===== src/rtl/core/ugsow_pkg.sv =====
// Shared types, constants and the month table for the UTC to GPS
// second-of-week converter. No dependencies.
package ugsow_pkg;

    // Field widths of one request and one result
    localparam int YEAR_W   = 12;
    localparam int MONTH_W  = 4;
    localparam int DAY_W    = 5;
    localparam int HOUR_W   = 5;
    localparam int MINUTE_W = 6;
    localparam int SECOND_W = 6;
    localparam int SOW_W    = 20;
    localparam int LEAP_W   = 8;

    // Internal widths
    localparam int DCOUNT_W = 20;   // days since epoch, up to about 773k
    localparam int TOD_W    = 17;   // hour*3600 + minute*60 + second
    localparam int MDAYS_W  = 9;    // days before month, up to 335
    localparam int QUART_W  = 10;   // year / 4
    localparam int CENT_W   = 6;    // year / 100
    localparam int LEAPS_W  = 10;   // leap days since epoch year

    localparam logic [YEAR_W-1:0]  EPOCH_YEAR    = 12'd1980;
    localparam logic [DAY_W-1:0]   EPOCH_DAY     = 5'd6;
    localparam logic [LEAP_W-1:0]  LEAP_RESET    = 8'd18;
    // Leap years in 1..1979
    localparam logic [LEAPS_W:0]   LEAPS_BEFORE  = 11'd479;
    // Reciprocal of 25 scaled by 1024
    localparam logic [5:0]         RECIP25       = 6'd41;
    localparam logic [QUART_W-1:0] QUART_PER_CENT = 10'd25;

    typedef struct packed {
        logic [SECOND_W-1:0] second;
        logic [MINUTE_W-1:0] minute;
        logic [HOUR_W-1:0]   hour;
        logic [DAY_W-1:0]    day;
        logic [MONTH_W-1:0]  month;
        logic [YEAR_W-1:0]   year;
    } utc_in_t;

    // Between the day-count and the week-second sections
    typedef struct packed {
        logic [DCOUNT_W-1:0] day_count;
        logic [TOD_W-1:0]    tod;
        logic                before_epoch;
    } day_count_t;

    // Days before month m in a common year; m is already clamped to 1..12
    function automatic logic [MDAYS_W-1:0] days_before_month(input logic [MONTH_W-1:0] m);
        logic [MDAYS_W-1:0] d;
        unique case (m)
            4'd1:    d = 9'd0;
            4'd2:    d = 9'd31;
            4'd3:    d = 9'd59;
            4'd4:    d = 9'd90;
            4'd5:    d = 9'd120;
            4'd6:    d = 9'd151;
            4'd7:    d = 9'd181;
            4'd8:    d = 9'd212;
            4'd9:    d = 9'd243;
            4'd10:   d = 9'd273;
            4'd11:   d = 9'd304;
            4'd12:   d = 9'd334;
            default: d = 9'd0;
        endcase
        return d;
    endfunction

endpackage


===== src/rtl/core/ugsow_day_count.sv =====
// Day-count section: three register stages that turn a UTC date into the
// day count since the GPS epoch and the seconds of the day. Uses ugsow_pkg.
module ugsow_day_count (
    input  logic                  aclk,
    input  logic                  aresetn,
    input  logic                  in_valid,
    output logic                  in_ready,
    input  ugsow_pkg::utc_in_t    in_data,
    output logic                  out_valid,
    input  logic                  out_ready,
    output ugsow_pkg::day_count_t out_data
);

    // ---------------- stage 1: clamp month, estimate quotients ----------------
    logic                            s1_valid_reg;
    logic                            s1_ready;
    logic [ugsow_pkg::YEAR_W-1:0]    s1_dy_reg;
    logic                            s1_before_reg;
    logic [ugsow_pkg::QUART_W-1:0]   s1_x1_reg;
    logic [ugsow_pkg::QUART_W-1:0]   s1_x2_reg;
    logic [ugsow_pkg::CENT_W-1:0]    s1_e1_reg;
    logic [ugsow_pkg::CENT_W-1:0]    s1_e2_reg;
    logic [ugsow_pkg::MDAYS_W-1:0]   s1_mdays_reg;
    logic                            s1_after_feb_reg;
    logic                            s1_y4z_reg;
    logic [ugsow_pkg::DAY_W-1:0]     s1_day_reg;
    logic [ugsow_pkg::HOUR_W-1:0]    s1_hour_reg;
    logic [ugsow_pkg::MINUTE_W-1:0]  s1_minute_reg;
    logic [ugsow_pkg::SECOND_W-1:0]  s1_second_reg;

    logic [ugsow_pkg::YEAR_W-1:0]    s1_ym1;
    logic [ugsow_pkg::QUART_W-1:0]   s1_x1;
    logic [ugsow_pkg::QUART_W-1:0]   s1_x2;
    logic [15:0]                     s1_p1;
    logic [15:0]                     s1_p2;
    logic [ugsow_pkg::MONTH_W-1:0]   s1_month;
    logic                            s1_before;

    // Quotients by 100 go through year/4 and a reciprocal of 25
    always_comb begin
        s1_ym1 = in_data.year - 12'd1;
        s1_x1  = s1_ym1[ugsow_pkg::YEAR_W-1:2];
        s1_x2  = in_data.year[ugsow_pkg::YEAR_W-1:2];
        s1_p1  = {6'd0, s1_x1} * {10'd0, ugsow_pkg::RECIP25};
        s1_p2  = {6'd0, s1_x2} * {10'd0, ugsow_pkg::RECIP25};
        if (in_data.month == 4'd0) begin
            s1_month = 4'd1;
        end else if (in_data.month > 4'd12) begin
            s1_month = 4'd12;
        end else begin
            s1_month = in_data.month;
        end
        // A year before the epoch, or a day before the sixth in January of the epoch year, gives a negative day count
        s1_before = (in_data.year < ugsow_pkg::EPOCH_YEAR)
                  || ((in_data.year == ugsow_pkg::EPOCH_YEAR) && (in_data.month <= 4'd1)
                      && (in_data.day < ugsow_pkg::EPOCH_DAY));
    end

    // ---------------- stage 2: exact quotients, leap count, time of day -------
    logic                            s2_valid_reg;
    logic                            s2_ready;
    logic [ugsow_pkg::YEAR_W-1:0]    s2_dy_reg;
    logic                            s2_before_reg;
    logic [ugsow_pkg::LEAPS_W-1:0]   s2_leaps_reg;
    logic [ugsow_pkg::MDAYS_W-1:0]   s2_mdays_reg;
    logic [ugsow_pkg::DAY_W-1:0]     s2_day_reg;
    logic [ugsow_pkg::TOD_W-1:0]     s2_tod_reg;

    logic [ugsow_pkg::QUART_W-1:0]   s2_r1;
    logic [ugsow_pkg::QUART_W-1:0]   s2_r2;
    logic [ugsow_pkg::CENT_W-1:0]    s2_q1;
    logic [ugsow_pkg::CENT_W-1:0]    s2_q2;
    logic                            s2_rem2_zero;
    logic                            s2_div100;
    logic                            s2_div400;
    logic                            s2_is_leap;
    logic [ugsow_pkg::LEAPS_W:0]     s2_leaps;
    logic [ugsow_pkg::TOD_W-1:0]     s2_tod;

    always_comb begin
        // Correct the reciprocal estimate by at most one
        s2_r1 = s1_x1_reg - ({4'd0, s1_e1_reg} * ugsow_pkg::QUART_PER_CENT);
        s2_r2 = s1_x2_reg - ({4'd0, s1_e2_reg} * ugsow_pkg::QUART_PER_CENT);
        s2_q1 = s1_e1_reg + {5'd0, (s2_r1 >= ugsow_pkg::QUART_PER_CENT)};
        s2_q2 = s1_e2_reg + {5'd0, (s2_r2 >= ugsow_pkg::QUART_PER_CENT)};
        s2_rem2_zero = (s2_r2 == 10'd0) || (s2_r2 == ugsow_pkg::QUART_PER_CENT);
        s2_div100  = s1_y4z_reg && s2_rem2_zero;
        s2_div400  = s2_div100 && (s2_q2[1:0] == 2'd0);
        s2_is_leap = (s1_y4z_reg && !s2_div100) || s2_div400;
        // Leap years in 1980..year-1
        s2_leaps = {1'b0, s1_x1_reg} - {5'd0, s2_q1} + {7'd0, s2_q1[5:2]}
                 - ugsow_pkg::LEAPS_BEFORE;
        s2_tod = ({12'd0, s1_hour_reg} * 17'd3600)
               + ({11'd0, s1_minute_reg} * 17'd60)
               + {11'd0, s1_second_reg};
    end

    // ---------------- stage 3: sum the day count -------------------------------
    logic                            s3_valid_reg;
    logic                            s3_ready;
    logic [ugsow_pkg::DCOUNT_W-1:0]  s3_count_reg;
    logic [ugsow_pkg::TOD_W-1:0]     s3_tod_reg;
    logic                            s3_before_reg;
    logic [ugsow_pkg::DCOUNT_W:0]    s3_count;

    always_comb begin
        s3_count = ({9'd0, s2_dy_reg} * 21'd365)
                 + {11'd0, s2_leaps_reg}
                 + {12'd0, s2_mdays_reg}
                 + {16'd0, s2_day_reg}
                 - {16'd0, ugsow_pkg::EPOCH_DAY};
    end

    // Each stage takes a new request when it is empty or its successor moves
    assign s3_ready = !s3_valid_reg || out_ready;
    assign s2_ready = !s2_valid_reg || s3_ready;
    assign s1_ready = !s1_valid_reg || s2_ready;
    assign in_ready = s1_ready;

    // Advance valid bits
    always_ff @(posedge aclk) begin
        if (!aresetn) begin
            s1_valid_reg <= 1'b0;
            s2_valid_reg <= 1'b0;
            s3_valid_reg <= 1'b0;
        end else begin
            if (s1_ready) s1_valid_reg <= in_valid;
            if (s2_ready) s2_valid_reg <= s1_valid_reg;
            if (s3_ready) s3_valid_reg <= s2_valid_reg;
        end
    end

    // Load payload of each stage
    always_ff @(posedge aclk) begin
        if (s1_ready && in_valid) begin
            s1_dy_reg        <= in_data.year - ugsow_pkg::EPOCH_YEAR;
            s1_before_reg    <= s1_before;
            s1_x1_reg        <= s1_x1;
            s1_x2_reg        <= s1_x2;
            s1_e1_reg        <= s1_p1[15:10];
            s1_e2_reg        <= s1_p2[15:10];
            s1_mdays_reg     <= ugsow_pkg::days_before_month(s1_month);
            s1_after_feb_reg <= (s1_month > 4'd2);
            s1_y4z_reg       <= (in_data.year[1:0] == 2'd0);
            s1_day_reg       <= in_data.day;
            s1_hour_reg      <= in_data.hour;
            s1_minute_reg    <= in_data.minute;
            s1_second_reg    <= in_data.second;
        end
        if (s2_ready && s1_valid_reg) begin
            s2_dy_reg     <= s1_dy_reg;
            s2_before_reg <= s1_before_reg;
            s2_leaps_reg  <= s2_leaps[ugsow_pkg::LEAPS_W-1:0];
            s2_mdays_reg  <= s1_mdays_reg + {8'd0, (s1_after_feb_reg && s2_is_leap)};
            s2_day_reg    <= s1_day_reg;
            s2_tod_reg    <= s2_tod;
        end
        if (s3_ready && s2_valid_reg) begin
            s3_count_reg  <= s3_count[ugsow_pkg::DCOUNT_W-1:0];
            s3_tod_reg    <= s2_tod_reg;
            s3_before_reg <= s2_before_reg;
        end
    end

    assign out_valid              = s3_valid_reg;
    assign out_data.day_count     = s3_count_reg;
    assign out_data.tod           = s3_tod_reg;
    assign out_data.before_epoch  = s3_before_reg;

endmodule


===== src/rtl/core/ugsow_week_sec.sv =====
// Week-second section: day of week by octal digit folding, then the final
// seconds sum in the output register. Uses ugsow_pkg.
module ugsow_week_sec (
    input  logic                          aclk,
    input  logic                          aresetn,
    input  logic [ugsow_pkg::LEAP_W-1:0]  leap_offset,
    input  logic                          in_valid,
    output logic                          in_ready,
    input  ugsow_pkg::day_count_t         in_data,
    output logic                          out_valid,
    input  logic                          out_ready,
    output logic [ugsow_pkg::SOW_W-1:0]   out_sow,
    output logic                          out_before
);

    // ---------------- stage 4: day count modulo 7 ------------------------------
    logic                          s4_valid_reg;
    logic                          s4_ready;
    logic [2:0]                    s4_dow_reg;
    logic [ugsow_pkg::TOD_W-1:0]   s4_tod_reg;
    logic                          s4_before_reg;

    logic [5:0] s4_sum1;
    logic [3:0] s4_sum2;
    logic [3:0] s4_sum3;
    logic [2:0] s4_dow;

    // 8 is 1 modulo 7, so the octal digits sum to the same residue
    always_comb begin
        s4_sum1 = {3'd0, in_data.day_count[2:0]}   + {3'd0, in_data.day_count[5:3]}
                + {3'd0, in_data.day_count[8:6]}   + {3'd0, in_data.day_count[11:9]}
                + {3'd0, in_data.day_count[14:12]} + {3'd0, in_data.day_count[17:15]}
                + {4'd0, in_data.day_count[19:18]};
        s4_sum2 = {1'b0, s4_sum1[2:0]} + {1'b0, s4_sum1[5:3]};
        s4_sum3 = {1'b0, s4_sum2[2:0]} + {3'd0, s4_sum2[3]};
        s4_dow  = (s4_sum3 >= 4'd7) ? 3'(s4_sum3 - 4'd7) : s4_sum3[2:0];
    end

    // ---------------- stage 5: seconds of week, output register ----------------
    logic                          s5_valid_reg;
    logic                          s5_ready;
    logic [ugsow_pkg::SOW_W-1:0]   s5_sow_reg;
    logic                          s5_before_reg;
    logic [ugsow_pkg::SOW_W-1:0]   s5_sow;

    always_comb begin
        s5_sow = ({17'd0, s4_dow_reg} * 20'd86400)
               + {3'd0, s4_tod_reg}
               + {12'd0, leap_offset};
    end

    assign s5_ready = !s5_valid_reg || out_ready;
    assign s4_ready = !s4_valid_reg || s5_ready;
    assign in_ready = s4_ready;

    // Advance valid bits
    always_ff @(posedge aclk) begin
        if (!aresetn) begin
            s4_valid_reg <= 1'b0;
            s5_valid_reg <= 1'b0;
        end else begin
            if (s4_ready) s4_valid_reg <= in_valid;
            if (s5_ready) s5_valid_reg <= s4_valid_reg;
        end
    end

    // Load payload; a date before the epoch gives a zero result
    always_ff @(posedge aclk) begin
        if (s4_ready && in_valid) begin
            s4_dow_reg    <= s4_dow;
            s4_tod_reg    <= in_data.tod;
            s4_before_reg <= in_data.before_epoch;
        end
        if (s5_ready && s4_valid_reg) begin
            s5_sow_reg    <= s4_before_reg ? '0 : s5_sow;
            s5_before_reg <= s4_before_reg;
        end
    end

    assign out_valid  = s5_valid_reg;
    assign out_sow    = s5_sow_reg;
    assign out_before = s5_before_reg;

endmodule


===== src/rtl/core/utc_to_gps_second_of_week.sv =====
// UTC to GPS second of week: five register stages, leap offset register.
// Throughput: one request per cycle; each stage moves whenever the next is
// empty or moving, so back pressure stalls without loss or repetition.
// Reset (aresetn low, synchronous): all stages empty, offset back to 18.
// Depends on ugsow_pkg, ugsow_day_count and ugsow_week_sec.
module utc_to_gps_second_of_week (
    input  logic        aclk,
    input  logic        aresetn,
    // year[11:0], month[15:12], day[20:16], hour[25:21], minute[31:26],
    // second[37:32], zero fill [39:38]
    input  logic [39:0] s_tdata,
    input  logic        s_tvalid,
    output logic        s_tready,
    // second_of_week[19:0], zero fill [23:20]
    output logic [23:0] m_tdata,
    // before_epoch[0]
    output logic [0:0]  m_tuser,
    output logic        m_tvalid,
    input  logic        m_tready,
    // leap_second_offset[7:0]
    input  logic [7:0]  cfg_data,
    input  logic        cfg_valid,
    output logic        cfg_ready
);

    logic [ugsow_pkg::LEAP_W-1:0] leap_offset_reg;
    ugsow_pkg::utc_in_t           in_item;
    ugsow_pkg::day_count_t        dc_data;
    logic                         dc_valid;
    logic                         dc_ready;
    logic [ugsow_pkg::SOW_W-1:0]  sow;
    logic                         before_epoch;

    // Hold the leap second offset
    assign cfg_ready = 1'b1;
    always_ff @(posedge aclk) begin
        if (!aresetn) begin
            leap_offset_reg <= ugsow_pkg::LEAP_RESET;
        end else if (cfg_valid) begin
            leap_offset_reg <= cfg_data;
        end
    end

    // Unpack the request
    assign in_item = ugsow_pkg::utc_in_t'(s_tdata[37:0]);

    ugsow_day_count u_day_count (
        .aclk      (aclk),
        .aresetn   (aresetn),
        .in_valid  (s_tvalid),
        .in_ready  (s_tready),
        .in_data   (in_item),
        .out_valid (dc_valid),
        .out_ready (dc_ready),
        .out_data  (dc_data)
    );

    ugsow_week_sec u_week_sec (
        .aclk        (aclk),
        .aresetn     (aresetn),
        .leap_offset (leap_offset_reg),
        .in_valid    (dc_valid),
        .in_ready    (dc_ready),
        .in_data     (dc_data),
        .out_valid   (m_tvalid),
        .out_ready   (m_tready),
        .out_sow     (sow),
        .out_before  (before_epoch)
    );

    assign m_tdata = {4'd0, sow};
    assign m_tuser = before_epoch;

`ifndef ASSERT_OFF
    // A date before the epoch always carries a zero result
    a_before_zero: assert property (@(posedge aclk) disable iff (!aresetn)
        (m_tvalid && m_tuser[0]) |-> (m_tdata[19:0] == 20'd0))
        else $error("before_epoch result is not zero");

    // Input stalls only under output back pressure with a full pipeline
    a_stall_cause: assert property (@(posedge aclk) disable iff (!aresetn)
        !s_tready |-> (m_tvalid && !m_tready))
        else $error("input stalled without output back pressure");

    // A configuration write lands in the offset register
    a_cfg_write: assert property (@(posedge aclk) disable iff (!aresetn)
        (cfg_valid && cfg_ready) |=> (leap_offset_reg == $past(cfg_data)))
        else $error("leap offset write lost");

    // Output payload holds while stalled
    a_out_hold: assert property (@(posedge aclk) disable iff (!aresetn)
        (m_tvalid && !m_tready) |=> (m_tvalid && $stable(m_tdata) && $stable(m_tuser)))
        else $error("stalled result changed");
`endif

endmodule


===== config.mk =====
export PLATFORM = sky130hd
export DESIGN_NAME = utc_to_gps_second_of_week
export DESIGN_NICKNAME = d
export VERILOG_FILES = /design/src/rtl/core/ugsow_pkg.sv /design/src/rtl/core/ugsow_day_count.sv /design/src/rtl/core/ugsow_week_sec.sv /design/src/rtl/core/utc_to_gps_second_of_week.sv
export SDC_FILE = /design/constraint.sdc
export NUM_CORES = 1
export LEC_CHECK = 0
export ABC_AREA = 1
export BUFFER_PORTS_ARGS = -buffer_cell sky130_fd_sc_hd__buf_2
export CAP_MARGIN = 10
export CORE_UTILIZATION = 26
export DETAILED_ROUTE_END_ITERATION = 16
export PLACE_DENSITY = 0.4
export SETUP_SLACK_MARGIN = 0.2
export SYNTH_ARGS = -nofsm -noshare
export SYNTH_HDL_FRONTEND = slang
export SYNTH_SLANG_ARGS = --single-unit

===== constraint.sdc =====
create_clock -name aclk -period 12.3 [get_ports aclk]
set_input_delay 0.615 -clock aclk [delete_from_list [all_inputs] [get_ports aclk]]
set_output_delay 0.615 -clock aclk [all_outputs]
set_load 0.01 [all_outputs]

==> results.sh <==
export IMPL_cap_violations=0
export IMPL_antenna_found_initial=3
export IMPL_core_area_um2=71900
export IMPL_worst_ep_required_time_ns=12.60
export IMPL_ant_nets=0
export IMPL_reg2reg_setup_slack_ns=6.40
export IMPL_htreeDepth=1
export IMPL_tightestPinTransition_ns=0.997
export IMPL_start_kind="flop"
export IMPL_fin_ws_ns=6.40
export IMPL_ys_ff_latch=225
export IMPL_reg2reg_depth=27
export IMPL_hold_buffers=0
export IMPL_ys_seq_area_share_pct=34.9
export IMPL_pre_cts_slack_ns=6.38
export IMPL_io_buffers=73
export IMPL_yosysTopAreaCellShare_pct=33.6
export IMPL_avgRoutedWirePerCell_um=12.5
export IMPL_cts_setup_buffers=0
export IMPL_status="finished clean"
export IMPL_pin_count=81
export IMPL_clock_path_buffers=3
export IMPL_setup_tns_ns=0
export IMPL_crit_buf_inv=5
export IMPL_critical_path_endpoint="u_day_count.s2_leaps_reg[6]$_DFFE_PP_"
export IMPL_fill_cells=7521
export IMPL_regArea_um2=6630
export IMPL_cts_sinks=225
export IMPL_rsz0062_at_grt="false"
export IMPL_final_hold_viol_count=0
export IMPL_gp_congestion=0.811
export IMPL_cts_buffers=28
export IMPL_synth_most_common_cell="inv_1"
export IMPL_final_nets=2501
export IMPL_synthArstFlopShare_pct=0
export IMPL_clk_pin_slew_worst_paths_ns=0.06
export IMPL_ys_top_cells_by_area="edfxtp_1 34%, ha_1 21%, fa_1 13%"
export IMPL_netlist_area_um2=19000
export IMPL_drt_iter0_drc=467
export IMPL_r2r_end="u_day_count.s2_leaps_reg[6]$_DFFE_PP_"
export IMPL_ys_warn_count=0
export IMPL_crit_path_start="u_day_count.s1_e1_reg[2]$_DFFE_PP_"
export IMPL_dieWidth_um=272
export IMPL_cts_tree="yes"
export IMPL_synth_commonest_cells="395 x inv_1, 322 x ha_1, 271 x nand2_1, 212 x edfxtp_1, 127 x fa_1"
export IMPL_insertion_delay_ns=0.57
export IMPL_slowest_stage="fa_1"
export IMPL_first_pass_iters=6
export IMPL_grt_pass1_vias=12500
export IMPL_worstSetupEndpointType="flop"
export IMPL_ys_flop_type="edfxtp_1"
export IMPL_max_freq_ghz=0.169
export IMPL_yosysUniqueCellTypes=47
export IMPL_die_area_um2=74100
export IMPL_drive_gt1_share_pct=7.47
export IMPL_r2r_start="u_day_count.s1_e1_reg[2]$_DFFE_PP_"
export IMPL_postLayoutCoreUtil_pct=29.9
export IMPL_synth_avg_cell_area_um2=9.98
export IMPL_via_per_inst=4.10
export IMPL_cp_max_fo=5
export IMPL_synth_edf_count=212
export IMPL_rows=98
export IMPL_synth_area_leader_cell="edfxtp_1"
export IMPL_criticalPathCategory="flop to flop"
export IMPL_multiInputGateArea_um2=10800
export IMPL_start_util_pct=26.4
export IMPL_path_delay_family="adder cells"
export IMPL_grt_start_max_net_pins=61
export IMPL_gr_total_overflow=0
export IMPL_wirelength_um=37200
export IMPL_period_minus_slack_ns=5.90
export IMPL_antennaDiodeCount=0
export IMPL_drv_slew=0
export IMPL_maxSlewHeadroom_pct=33.5
export IMPL_arrival_ns=6.20
export IMPL_grt_pass1_wl_um=61800
export IMPL_dp_hpwl_um=31200
export IMPL_slowest_delay_ns=0.54
export IMPL_hold_path_class="primary input to flop"
export IMPL_clockRootBuffer="clkbuf_16"
export IMPL_drc_errors=0
export IMPL_cts_resized=0
export IMPL_worst_path_stages=27
export IMPL_syn_inst=1901
export IMPL_finalSetupViolCount=0
export IMPL_track_usage_pct=10.1
export IMPL_finalCritPeriodShare_pct=48.0
export IMPL_vias=12200
export IMPL_area_growth_synth_to_final_pct=13.1
export IMPL_clock_skew_ns=0.0254
export IMPL_die_y_um=272
-- metal layers --
layer,vias to the layer above,track usage [%],wire length (um)
met1,5639,13.5,18200
li1,6382,-,-
met4,0,1.97,619
met3,39,1.61,1240
met5,-,0,0
met2,130,17.4,17100
-- placed cells by master, fill, tap and decap left out, types with 3 or more instances in the layout --
| cell | count |
|---|---|
| a211oi_1 | 4 |
| a21o_1 | 7 |
| a21oi_1 | 104 |
| a31oi_1 | 4 |
| and2_1 | 3 |
| buf_2 | 73 |
| buf_4 | 3 |
| bufinv_16 | 4 |
| clkbuf_16 | 28 |
| clkinv_1 | 5 |
| clkinv_2 | 8 |
| clkinvlp_4 | 3 |
| conb_1 | 5 |
| dfxtp_1 | 13 |
| edfxtp_1 | 212 |
| fa_1 | 127 |
| ha_1 | 322 |
| inv_1 | 395 |
| inv_2 | 3 |
| inv_6 | 3 |
| nand2_1 | 271 |
| nand2_2 | 5 |
| nand3_1 | 71 |
| nand3b_1 | 3 |
| nand4_1 | 14 |
| nor2_1 | 107 |
| nor2_2 | 5 |
| nor3_1 | 15 |
| o211ai_1 | 3 |
| o21a_1 | 4 |
| o21ai_0 | 42 |
| o21ai_1 | 14 |
| o21ai_2 | 3 |
| o21bai_1 | 8 |
| xnor2_1 | 27 |
| xor2_1 | 80 |
-- kinds of logic after synthesis --
family	share of synthesized area (%)
buffers and inverters	8.20
AOI/OAI and AO/OA	6.01
adders and majority gates	34.6
other	0.0396
xor gates and xnor gates	5.03
DFF	34.9
and+or+nand+nor	11.2
-- final cells by class --
type                       count  area share [%]
multi-input combinational   1270            50.4
sequential                   225            30.9
inverter                     398            6.96
tap                          950            5.54
clock buffer                  28            3.26
timing repair buffer          76            1.81
clock inverter                24            1.14
-- per-stage QoR --
stage	hold slack, ns	std cells	area (um2)
floorplan	0.400	1904	19000
global placement	0.406	2919	20500
detailed placement	0.405	2919	20500
CTS	0.169	2971	21500
global route	0.161	2971	21500
finish	0.212	2971	21500
-- worst min path at each step --
stage	startpoint	end	slack, ns	depth (start not counted)
4_1_cts	s_tdata[33]	u_day_count.s1_second_reg[1]$_DFFE_PP_	0.17	1
2_1_floorplan	u_day_count.s1_before_reg$_DFFE_PP_	u_day_count.s2_before_reg$_DFFE_PP_	0.40	0
6_report	s_tdata[33]	u_day_count.s1_second_reg[1]$_DFFE_PP_	0.21	1
3_5_place_dp	u_day_count.s2_tod_reg[16]$_DFFE_PP_	u_day_count.s3_tod_reg[16]$_DFFE_PP_	0.40	0
3_3_place_gp	u_day_count.s2_tod_reg[10]$_DFFE_PP_	u_day_count.s3_tod_reg[10]$_DFFE_PP_	0.41	0
5_1_grt	s_tdata[33]	u_day_count.s1_second_reg[1]$_DFFE_PP_	0.16	1
Power is not shown: default switching activity piles up to over one toggle a cycle in this logic, so the estimate is an artifact.
